$ cat src/rtl/core/rpcb_pkg.sv
// ----------------------------------------------------------------------------
// rpcb_pkg
// Types, codes and sizes shared by the raw pixel channel and black lookup.
// ----------------------------------------------------------------------------
`default_nettype none

package rpcb_pkg;

    localparam int CFA_CELLS     = 16;
    localparam int BLACK_ENTRIES = 64;
    localparam int MAX_PLANES    = 4;
    localparam int COORD_BITS    = 16;

    localparam int COORD_W = 16;
    localparam logic [COORD_W-1:0] COORD_MASK =
        (COORD_BITS >= COORD_W) ? {COORD_W{1'b1}} : COORD_W'((64'd1 << COORD_BITS) - 64'd1);

    localparam int CFA_AW = (CFA_CELLS > 1) ? $clog2(CFA_CELLS) : 1;
    localparam int BLK_AW = (BLACK_ENTRIES > 1) ? $clog2(BLACK_ENTRIES) : 1;

    // pattern cell (8 bits) times planes (3 bits) plus plane
    localparam int TAB_W = 11;

    localparam int DIVD_W     = COORD_W;
    localparam int REM_W      = 4;
    localparam int MOD_STAGES = 4;
    localparam int MOD_STEP   = DIVD_W / MOD_STAGES;

    typedef enum logic [1:0] {
        ACT_QUERY  = 2'd0,
        ACT_CFA_WR = 2'd1,
        ACT_BLK_WR = 2'd2
    } t_action;

    typedef enum logic [1:0] {
        KIND_CFA    = 2'd0,
        KIND_MONO   = 2'd1,
        KIND_LINEAR = 2'd2
    } t_kind;

    typedef enum logic [2:0] {
        CFG_SENSOR_EXTENT = 3'd0,
        CFG_ACTIVE_ORIGIN = 3'd1,
        CFG_ACTIVE_SIZE   = 3'd2,
        CFG_IMAGE_KIND    = 3'd3,
        CFG_SAMPLES       = 3'd4,
        CFG_CHANNELS      = 3'd5,
        CFG_CFA_SHAPE     = 3'd6,
        CFG_BLACK_SHAPE   = 3'd7
    } t_cfg_idx;

    typedef struct packed {
        t_action     action;
        logic [1:0]  plane;
        logic [5:0]  tidx;
        logic [23:0] tval;
        logic        hit;
        logic        fix_vld;
        logic [3:0]  fix_ch;
        logic        cfa_use;
        logic        blk_zero;
        logic        blk_use;
    } t_info;

endpackage

`default_nettype wire

$ cat src/rtl/core/rpcb_ram.sv
// ----------------------------------------------------------------------------
// rpcb_ram
// Single-port RAM with registered read.
// ----------------------------------------------------------------------------
`default_nettype none

module rpcb_ram #(
    parameter int WIDTH = 8,
    parameter int DEPTH = 16,
    localparam int AW   = (DEPTH > 1) ? $clog2(DEPTH) : 1
) (
    input  logic             i_clk,
    input  logic             i_we,
    input  logic [AW-1:0]    i_addr,
    input  logic [WIDTH-1:0] i_wdata,
    output logic [WIDTH-1:0] o_rdata
);

    logic [WIDTH-1:0] r_mem [DEPTH];
    logic [WIDTH-1:0] r_rdata;

    always_ff @(posedge i_clk) begin
        if (i_we) begin
            r_mem[i_addr] <= i_wdata;
        end
        r_rdata <= r_mem[i_addr];
    end

    assign o_rdata = r_rdata;

endmodule

`default_nettype wire

$ cat src/rtl/core/rpcb_mod_pipe.sv
// ----------------------------------------------------------------------------
// rpcb_mod_pipe
// Pipelined remainder of a coordinate by a small pattern size, a few
// restoring steps per stage.
// ----------------------------------------------------------------------------
`default_nettype none

module rpcb_mod_pipe (
    input  logic                       i_clk,
    input  logic [rpcb_pkg::DIVD_W-1:0] i_dividend,
    input  logic [rpcb_pkg::REM_W-1:0]  i_divisor,
    output logic [rpcb_pkg::REM_W-1:0]  o_rem
);
    import rpcb_pkg::*;

    logic [REM_W-1:0]  s_rem  [MOD_STAGES+1];
    logic [DIVD_W-1:0] s_word [MOD_STAGES+1];
    logic [REM_W-1:0]  n_rem  [MOD_STAGES];
    logic [DIVD_W-1:0] n_word [MOD_STAGES];
    logic [REM_W-1:0]  r_rem  [MOD_STAGES];
    logic [DIVD_W-1:0] r_word [MOD_STAGES];

    assign s_rem[0]  = '0;
    assign s_word[0] = i_dividend;

    for (genvar k = 0; k < MOD_STAGES; k++) begin : g_stage
        always_comb begin
            logic [REM_W:0]    acc;
            logic [REM_W-1:0]  rem;
            logic [DIVD_W-1:0] word;
            rem  = s_rem[k];
            word = s_word[k];
            acc  = '0;
            for (int j = 0; j < MOD_STEP; j++) begin
                acc  = {rem, word[DIVD_W-1]};
                word = {word[DIVD_W-2:0], 1'b0};
                if (acc >= {1'b0, i_divisor}) begin
                    acc = acc - {1'b0, i_divisor};
                end
                rem = acc[REM_W-1:0];
            end
            n_rem[k]  = rem;
            n_word[k] = word;
        end

        always_ff @(posedge i_clk) begin
            r_rem[k]  <= n_rem[k];
            r_word[k] <= n_word[k];
        end

        assign s_rem[k+1]  = r_rem[k];
        assign s_word[k+1] = r_word[k];
    end

    assign o_rem = s_rem[MOD_STAGES];

endmodule

`default_nettype wire

$ cat src/rtl/core/raw_pixel_channel_black_lookup.sv
// ----------------------------------------------------------------------------
// raw_pixel_channel_black_lookup
// Per-sample color channel and black level lookup for raw sensor data.
// ----------------------------------------------------------------------------
// One word is taken in every cycle (busy stays low) and each word gives one
// result strobe on o_valid, in order; the receiver cannot stall. A word
// passes the capture and area-check stages, the staged remainder units that
// wrap the active-area offsets by the pattern sizes, the two multiply stages
// of the table address and the registered read of the table RAMs. Table
// loads travel the same pipeline and write at the read stage, so a query
// sees every load accepted before it. Both tables hold no reset value: load
// every entry that a query can reach before issuing queries. Configuration
// must be written only while idle; the block itself does not enforce this.
// ----------------------------------------------------------------------------
`default_nettype none

module raw_pixel_channel_black_lookup (
    input  logic        i_clk,
    input  logic        i_rst_n,
    input  logic        start,
    output logic        busy,
    input  logic [1:0]  i_action,
    input  logic [15:0] i_pos_x,
    input  logic [15:0] i_pos_y,
    input  logic [1:0]  i_plane,
    input  logic [5:0]  i_table_index,
    input  logic [23:0] i_table_value,
    input  logic        i_cfg_we,
    input  logic [2:0]  i_cfg_idx,
    input  logic [31:0] i_cfg_data,
    output logic        o_valid,
    output logic        o_channel_valid,
    output logic [3:0]  o_channel,
    output logic        o_black_valid,
    output logic [23:0] o_black_level
);
    import rpcb_pkg::*;

    logic [31:0] r_cfg_extent;
    logic [31:0] r_cfg_origin;
    logic [31:0] r_cfg_asize;
    logic [1:0]  r_cfg_kind;
    logic [2:0]  r_cfg_spp;
    logic [3:0]  r_cfg_ccc;
    logic [8:0]  r_cfg_cshape;
    logic [8:0]  r_cfg_bshape;

    always_ff @(posedge i_clk) begin
        if (!i_rst_n) begin
            r_cfg_extent <= '0;
            r_cfg_origin <= '0;
            r_cfg_asize  <= '0;
            r_cfg_kind   <= '0;
            r_cfg_spp    <= 3'd1;
            r_cfg_ccc    <= '0;
            r_cfg_cshape <= '0;
            r_cfg_bshape <= '0;
        end else if (i_cfg_we) begin
            unique case (t_cfg_idx'(i_cfg_idx))
                CFG_SENSOR_EXTENT: r_cfg_extent <= i_cfg_data;
                CFG_ACTIVE_ORIGIN: r_cfg_origin <= i_cfg_data;
                CFG_ACTIVE_SIZE:   r_cfg_asize  <= i_cfg_data;
                CFG_IMAGE_KIND:    r_cfg_kind   <= i_cfg_data[1:0];
                CFG_SAMPLES:       r_cfg_spp    <= i_cfg_data[2:0];
                CFG_CHANNELS:      r_cfg_ccc    <= i_cfg_data[3:0];
                CFG_CFA_SHAPE:     r_cfg_cshape <= i_cfg_data[8:0];
                CFG_BLACK_SHAPE:   r_cfg_bshape <= i_cfg_data[8:0];
            endcase
        end
    end

    logic [3:0] cfa_cols, cfa_rows, blk_cols, blk_rows;
    assign cfa_cols = r_cfg_cshape[3:0];
    assign cfa_rows = r_cfg_cshape[7:4];
    assign blk_cols = r_cfg_bshape[3:0];
    assign blk_rows = r_cfg_bshape[7:4];

    assign busy = 1'b0;

    // ---- stage A: capture word
    logic          r_a_vld;
    t_action       r_a_action;
    logic [15:0]   r_a_x, r_a_y;
    logic [1:0]    r_a_plane;
    logic [5:0]    r_a_tidx;
    logic [23:0]   r_a_tval;

    always_ff @(posedge i_clk) begin
        if (!i_rst_n) begin
            r_a_vld <= 1'b0;
        end else begin
            r_a_vld <= start && !busy;
        end
    end

    always_ff @(posedge i_clk) begin
        r_a_action <= t_action'(i_action);
        r_a_x      <= i_pos_x;
        r_a_y      <= i_pos_y;
        r_a_plane  <= i_plane;
        r_a_tidx   <= i_table_index;
        r_a_tval   <= i_table_value;
    end

    // ---- stage B: area checks, offsets, kind decode
    logic [15:0] x, y, ew, eh, ox, oy, aw, ah, dx, dy;
    logic        full_area, in_area, hit;
    t_info       n_b_info;

    always_comb begin
        x         = r_a_x & COORD_MASK;
        y         = r_a_y & COORD_MASK;
        ew        = r_cfg_extent[15:0];
        eh        = r_cfg_extent[31:16];
        full_area = (r_cfg_asize == '0);
        ox        = full_area ? 16'd0 : r_cfg_origin[15:0];
        oy        = full_area ? 16'd0 : r_cfg_origin[31:16];
        aw        = full_area ? ew : r_cfg_asize[15:0];
        ah        = full_area ? eh : r_cfg_asize[31:16];
        dx        = x - ox;
        dy        = y - oy;
        in_area   = (x < ew) && (y < eh)
                 && ({1'b0, r_a_plane} < r_cfg_spp)
                 && (5'(r_a_plane) < 5'(MAX_PLANES))
                 && (aw != '0) && (ah != '0)
                 && (x >= ox) && (y >= oy) && (dx < aw) && (dy < ah);
        hit       = (r_a_action == ACT_QUERY) && in_area;

        n_b_info          = '0;
        n_b_info.action   = r_a_action;
        n_b_info.plane    = r_a_plane;
        n_b_info.tidx     = r_a_tidx;
        n_b_info.tval     = r_a_tval;
        n_b_info.hit      = hit;
        unique case (r_cfg_kind)
            KIND_CFA: begin
                n_b_info.cfa_use = hit && (r_a_plane == '0) && r_cfg_cshape[8]
                                && (cfa_cols != '0) && (cfa_rows != '0);
            end
            KIND_MONO: begin
                n_b_info.fix_vld = hit && (r_a_plane == '0) && (r_cfg_ccc != '0);
            end
            KIND_LINEAR: begin
                n_b_info.fix_vld = hit && ({2'b00, r_a_plane} < r_cfg_ccc);
                n_b_info.fix_ch  = {2'b00, r_a_plane};
            end
            default: begin
                n_b_info.fix_vld = 1'b0;
            end
        endcase
        n_b_info.blk_zero = hit && !r_cfg_bshape[8];
        n_b_info.blk_use  = hit && r_cfg_bshape[8] && (blk_cols != '0) && (blk_rows != '0);
    end

    logic        r_b_vld;
    t_info       r_b_info;
    logic [15:0] r_b_dx, r_b_dy;

    always_ff @(posedge i_clk) begin
        if (!i_rst_n) begin
            r_b_vld <= 1'b0;
        end else begin
            r_b_vld <= r_a_vld;
        end
    end

    always_ff @(posedge i_clk) begin
        r_b_info <= n_b_info;
        r_b_dx   <= dx;
        r_b_dy   <= dy;
    end

    // ---- stages M: wrap offsets by pattern sizes
    logic [REM_W-1:0] cfa_rx, cfa_ry, blk_rx, blk_ry;

    rpcb_mod_pipe u_mod_cx (.i_clk(i_clk), .i_dividend(r_b_dx), .i_divisor(cfa_cols),
                            .o_rem(cfa_rx));
    rpcb_mod_pipe u_mod_cy (.i_clk(i_clk), .i_dividend(r_b_dy), .i_divisor(cfa_rows),
                            .o_rem(cfa_ry));
    rpcb_mod_pipe u_mod_bx (.i_clk(i_clk), .i_dividend(r_b_dx), .i_divisor(blk_cols),
                            .o_rem(blk_rx));
    rpcb_mod_pipe u_mod_by (.i_clk(i_clk), .i_dividend(r_b_dy), .i_divisor(blk_rows),
                            .o_rem(blk_ry));

    logic  r_m_vld  [MOD_STAGES];
    t_info r_m_info [MOD_STAGES];

    always_ff @(posedge i_clk) begin
        if (!i_rst_n) begin
            for (int k = 0; k < MOD_STAGES; k++) begin
                r_m_vld[k] <= 1'b0;
            end
        end else begin
            r_m_vld[0] <= r_b_vld;
            for (int k = 1; k < MOD_STAGES; k++) begin
                r_m_vld[k] <= r_m_vld[k-1];
            end
        end
    end

    always_ff @(posedge i_clk) begin
        r_m_info[0] <= r_b_info;
        for (int k = 1; k < MOD_STAGES; k++) begin
            r_m_info[k] <= r_m_info[k-1];
        end
    end

    // ---- stage D: row times columns plus column
    logic       r_d_vld;
    t_info      r_d_info;
    logic [7:0] r_d_cell, r_d_bcell;

    always_ff @(posedge i_clk) begin
        if (!i_rst_n) begin
            r_d_vld <= 1'b0;
        end else begin
            r_d_vld <= r_m_vld[MOD_STAGES-1];
        end
    end

    always_ff @(posedge i_clk) begin
        r_d_info  <= r_m_info[MOD_STAGES-1];
        r_d_cell  <= 8'(cfa_ry) * 8'(cfa_cols) + 8'(cfa_rx);
        r_d_bcell <= 8'(blk_ry) * 8'(blk_cols) + 8'(blk_rx);
    end

    // ---- stage E: black entry index, range checks
    logic [TAB_W-1:0] e_idx, c_idx;
    t_info            n_e_info;

    always_comb begin
        c_idx    = TAB_W'(r_d_cell);
        e_idx    = TAB_W'(r_d_bcell) * TAB_W'(r_cfg_spp) + TAB_W'(r_d_info.plane);
        n_e_info = r_d_info;
        n_e_info.cfa_use = r_d_info.cfa_use && (c_idx < TAB_W'(CFA_CELLS));
        n_e_info.blk_use = r_d_info.blk_use && (e_idx < TAB_W'(BLACK_ENTRIES));
    end

    logic             r_e_vld;
    t_info            r_e_info;
    logic [TAB_W-1:0] r_e_cidx, r_e_bidx;

    always_ff @(posedge i_clk) begin
        if (!i_rst_n) begin
            r_e_vld <= 1'b0;
        end else begin
            r_e_vld <= r_d_vld;
        end
    end

    always_ff @(posedge i_clk) begin
        r_e_info <= n_e_info;
        r_e_cidx <= c_idx;
        r_e_bidx <= e_idx;
    end

    // ---- table access: loads write here, queries read here
    logic [TAB_W-1:0]  tidx_ext;
    logic              cfa_we, blk_we;
    logic [CFA_AW-1:0] cfa_addr;
    logic [BLK_AW-1:0] blk_addr;
    logic [3:0]        cfa_rdata;
    logic [23:0]       blk_rdata;

    always_comb begin
        tidx_ext = TAB_W'(r_e_info.tidx);
        cfa_we   = r_e_vld && (r_e_info.action == ACT_CFA_WR)
                && (tidx_ext < TAB_W'(CFA_CELLS));
        blk_we   = r_e_vld && (r_e_info.action == ACT_BLK_WR)
                && (tidx_ext < TAB_W'(BLACK_ENTRIES));
        cfa_addr = cfa_we ? tidx_ext[CFA_AW-1:0] : r_e_cidx[CFA_AW-1:0];
        blk_addr = blk_we ? tidx_ext[BLK_AW-1:0] : r_e_bidx[BLK_AW-1:0];
    end

    rpcb_ram #(.WIDTH(4), .DEPTH(CFA_CELLS)) u_cfa_ram (
        .i_clk   (i_clk),
        .i_we    (cfa_we),
        .i_addr  (cfa_addr),
        .i_wdata (r_e_info.tval[3:0]),
        .o_rdata (cfa_rdata)
    );

    rpcb_ram #(.WIDTH(24), .DEPTH(BLACK_ENTRIES)) u_blk_ram (
        .i_clk   (i_clk),
        .i_we    (blk_we),
        .i_addr  (blk_addr),
        .i_wdata (r_e_info.tval),
        .o_rdata (blk_rdata)
    );

    // ---- stage F: table data ready
    logic  r_f_vld;
    t_info r_f_info;

    always_ff @(posedge i_clk) begin
        if (!i_rst_n) begin
            r_f_vld <= 1'b0;
        end else begin
            r_f_vld <= r_e_vld;
        end
    end

    always_ff @(posedge i_clk) begin
        r_f_info <= r_e_info;
    end

    // ---- stage O: result register
    logic        n_ch_vld, n_bl_vld;
    logic [3:0]  n_ch;
    logic [23:0] n_bl;

    always_comb begin
        n_ch_vld = 1'b0;
        n_ch     = '0;
        if (r_f_info.fix_vld) begin
            n_ch_vld = 1'b1;
            n_ch     = r_f_info.fix_ch;
        end else if (r_f_info.cfa_use && (cfa_rdata < r_cfg_ccc)) begin
            n_ch_vld = 1'b1;
            n_ch     = cfa_rdata;
        end
        n_bl_vld = r_f_info.blk_zero || r_f_info.blk_use;
        n_bl     = r_f_info.blk_use ? blk_rdata : 24'd0;
    end

    logic        r_o_vld, r_o_ch_vld, r_o_bl_vld;
    logic [3:0]  r_o_ch;
    logic [23:0] r_o_bl;

    always_ff @(posedge i_clk) begin
        if (!i_rst_n) begin
            r_o_vld <= 1'b0;
        end else begin
            r_o_vld <= r_f_vld;
        end
    end

    always_ff @(posedge i_clk) begin
        r_o_ch_vld <= n_ch_vld;
        r_o_ch     <= n_ch;
        r_o_bl_vld <= n_bl_vld;
        r_o_bl     <= n_bl;
    end

    assign o_valid         = r_o_vld;
    assign o_channel_valid = r_o_ch_vld;
    assign o_channel       = r_o_ch;
    assign o_black_valid   = r_o_bl_vld;
    assign o_black_level   = r_o_bl;

endmodule

`default_nettype wire

$ cat config.mk
export PLATFORM = sky130hd
export DESIGN_NAME = raw_pixel_channel_black_lookup
export DESIGN_NICKNAME = d
export VERILOG_FILES = /design/src/rtl/core/rpcb_pkg.sv /design/src/rtl/core/rpcb_ram.sv /design/src/rtl/core/rpcb_mod_pipe.sv /design/src/rtl/core/raw_pixel_channel_black_lookup.sv
export SDC_FILE = /design/constraint.sdc
export NUM_CORES = 2
export LEC_CHECK = 0
export BUFFER_PORTS_ARGS = -buffer_cell sky130_fd_sc_hd__buf_4
export CAP_MARGIN = 20
export CORE_MARGIN = 1.5
export CORE_UTILIZATION = 35
export CTS_BUF_LIST = sky130_fd_sc_hd__clkbuf_4
export DETAILED_ROUTE_END_ITERATION = 10
export RECOVER_POWER = 25
export SLEW_MARGIN = 20
export SYNTH_ARGS = -nofsm -noshare
export SYNTH_HDL_FRONTEND = slang
export SYNTH_SLANG_ARGS = --single-unit
$ cat constraint.sdc
create_clock -name i_clk -period 18.66 [get_ports i_clk]
set_input_delay 4.665 -clock i_clk [delete_from_list [all_inputs] [get_ports i_clk]]
set_output_delay 4.665 -clock i_clk [all_outputs]
set_load 0.01 [all_outputs]
==> flow_metrics.tcl <==
set metrics [dict create \
    syn2layout_area_growth_pct 14.8 \
    cts.sinks 2311 \
    drv_cap 17 \
    setup_violations 0 \
    start_kind "flip-flop" \
    synth_nets 7184 \
    p_clk_frac 0.281 \
    clockRootBuffer "clkbuf_4" \
    relSlewSlack -1.75 \
    synth_seq_cells 2311 \
    violations "max-capacitance violations, max-slew violations" \
    post-route-period-util 0.390 \
    overflow 0 \
    yosysTopAreaCell "edfxtp_1" \
    synth.distinct_cells 86 \
    ios 137 \
    yosysSeqAreaShare 0.675 \
    p_int_mw 10.2 \
    worst_pin_slew_ns 4.12 \
    via_count 60200 \
    finalCoreUtilization 0.404 \
    period_needed_ns 7.27 \
    htreeDepth 6 \
    p_leak_nw 37.4 \
    avgViaCountPerCell 5.38 \
    core_region_area_mm2 0.262 \
    critical_path_class "flip-flop to flip-flop" \
    dieArea_mm2 0.267 \
    clk_latency_ns 1.33 \
    grt_pass1_vias 61200 \
    worstPathRequired_ns 19.73 \
    fin_skew_ns 0.186 \
    hold_path_class "flip-flop to flip-flop" \
    report.final.slew_viol_count 1098 \
    synth-async-reset-ratio 0 \
    crit_top_cell "a21oi_1" \
    start_util 0.352 \
    synth_top_area_share 0.521 \
    p_switching_mw 5.60 \
    ir_drop_mv 0.0855 \
    status "finished with violations" \
    drt_first_pass_iters 6 \
    worstPathArrival_ns 8.34 \
    dpl_cell_area_mm2 0.0983 \
    post_cts_buffers 0 \
    hold_viol 0 \
    postCtsHoldBufs 0 \
    dp_hpwl_mm 160 \
    die_w_um 517 \
    antenna_found_initial 22 \
    worst_path_max_delay_cell "inv_1" \
    nNetsFinal 7827 \
    switching_share 0.354 \
    drtIter0Drc 6496 \
    cts_buffer_depth 4 \
    gp_congestion 0.904 \
    critPathMaxFanout 15 \
    yosysWarnings 0 \
    wl_mm 270 \
    pwr_density_cell_mw_per_mm2 149 \
    drt-wirelength-per-cell_um 24.1 \
    fp-row-count 188 \
    portBuffers 135 \
    cts_resized 0 \
    synth.avg_cell_area_um2 14.0 \
    comb_power_share 0.351 \
    yosys-top-cells-area "edfxtp_1 (52%), dfxtp_1 (15%), ha_1 (5.4%)" \
    rsz0062_at_grt "no" \
    max_stage_delay_ns 0.57 \
    numCtsBuffers 599 \
    clkSlewWorstSetupHoldPaths_ns 0.07 \
    grt_pass1_wl_mm 393 \
    ant_nets 0 \
    syn_area_mm2 0.0923 \
    drc 0 \
    timing.setup.tns_ns 0 \
    grt_use_total 0.198 \
    netlist_instances 6595 \
    die_h_um 517 \
    ys_dominant_reg_cell "edfxtp_1" \
    cts_tree "yes" \
    grt_max_degree 93 \
    critPathCaptureType "flip-flop" \
    p_seq_frac 0.368 \
    max_freq_ghz 0.138 \
    finish.instance_area_mm2 0.106 \
    fin_hold_ws_ns 0.195 \
    drive_gt1_frac 0.194 \
    synth_edf_count 1600 \
]
## final cells by class
type / instances / area (um^2)
Clock inverter: 157 / 1170
Tap cell: 3515 / 4400
Timing Repair Buffer: 310 / 2380
Antenna cell: 7 / 17.5
Fill cell: 24400 / 156000
Multi-Input combinational cell: 3770 / 28200
Inverter: 246 / 923
Sequential cell: 2311 / 62300
Clock buffer: 873 / 6550
## cell usage in the layout, fill, tap and decap left out, drive strengths merged, types with 53 or more instances in the layout
cell	count
fa	83
a221oi	112
a31oi	126
nand3	70
o21ai	116
a21oi	329
a21boi	117
and2	82
nor2	245
edfxtp	1600
a22oi	353
xnor2	85
inv	259
mux2	110
a22o	84
ha	401
nand2	626
a21o	77
dfxtp	711
nor2b	53
a222oi	61
clkbuf	889
mux2i	112
clkinv	120
buf	294
## metrics by stage
| step | worst slack, ns | power (mW) | instances |
|---|---|---|---|
| finish | 11.39 | 15.8 | 11200 |
| global route | 10.85 | 16.7 | 11200 |
| CTS | 11.41 | 15.9 | 11200 |
| detailed placement | 11.49 | 11.4 | 10200 |
| global placement | 11.42 | 11.3 | 10200 |
| floorplan | 11.66 | 9.64 | 6595 |
## path summary, 6_finish.rpt
kind	startpoint	end	slack, ns	cells past startpoint
setup reg to reg	r_cfg_cshape[6]	u_mod_cy.r_rem[1][2]	11.39	28
hold / removal	r_m_info[1][32]	r_m_info[2][32]	0.20	0
setup / recovery	r_cfg_cshape[6]	u_mod_cy.r_rem[1][2]	11.39	28
hold reg to reg	r_m_info[1][32]	r_m_info[2][32]	0.20	0
## critical path: cells and delay by family (launching register included)
| family | cells | cell delay (ns) |
|---|---|---|
| AO/OA/AOI/OAI | 11 | 2.20 |
| adder cells (fa/ha/maj) | 4 | 1.36 |
| buffers and inverters | 2 | 0.64 |
| flip-flops | 1 | 0.33 |
| multiplexers | 4 | 1.20 |
| AND/OR/NAND/NOR | 7 | 1.37 |
## cells in the mapped netlist (51+ instances only)
master,count
nand3_1,70
a22oi_1,353
nor2b_1,53
and2_1,82
fa_1,83
a222oi_1,61
a21oi_1,329
dfxtp_1,711
a22o_1,84
edfxtp_1,1600
o21ai_0,112
xnor2_1,85
a31oi_1,126
xor2_1,51
nand2_1,626
nor2_1,243
clkbuf_1,112
mux2i_1,107
inv_1,246
a21boi_0,117
a221oi_1,109
buf_2,98
mux2_2,108
a21o_1,77
ha_1,401
## logic make-up after synthesis
| logic type | Yosys count | share of synthesized area |
|---|---|---|
| buffers and inverters | 514 | 0.0233 |
| adders and majority gates | 484 | 0.0724 |
| DFF | 2311 | 0.675 |
| muxes | 226 | 0.0271 |
| AOI/OAI and AO/OA | 1610 | 0.124 |
| and+or+nand+nor | 1313 | 0.0656 |
| xor gates and xnor gates | 136 | 0.0129 |
| other | 1 | 0.0000406 |
## state kept, by name, summed over array words and instances, names as in the netlist, 32 cells and up
| register | count |
|---|---|
| r_b_info | 40 |
| n_e_info | 38 |
| r_cfg_extent | 32 |
| u_blk_ram.r_mem | 1536 |
| r_e_info | 38 |
| r_cfg_origin | 32 |
| u_cfa_ram.r_mem | 64 |
| r_m_info | 160 |
| r_cfg_asize | 32 |
## routing by layer
layer	share of wire	track usage
met1	0.41	0.255
met2	0.46	0.321
met3	0.092	0.0433
met4	0.039	0.0833
met5	0.00040	0
## power groups by stage
stage	clock network (mW)	logic, mW	registers (mW)
floorplan	0	3.74	5.89
global placement	0	5.33	5.93
detailed placement	0	5.47	5.93
CTS	4.56	5.50	5.82
global route	4.83	6.00	5.84
finish	4.44	5.56	5.83
Power figures use the tool's default switching activity.
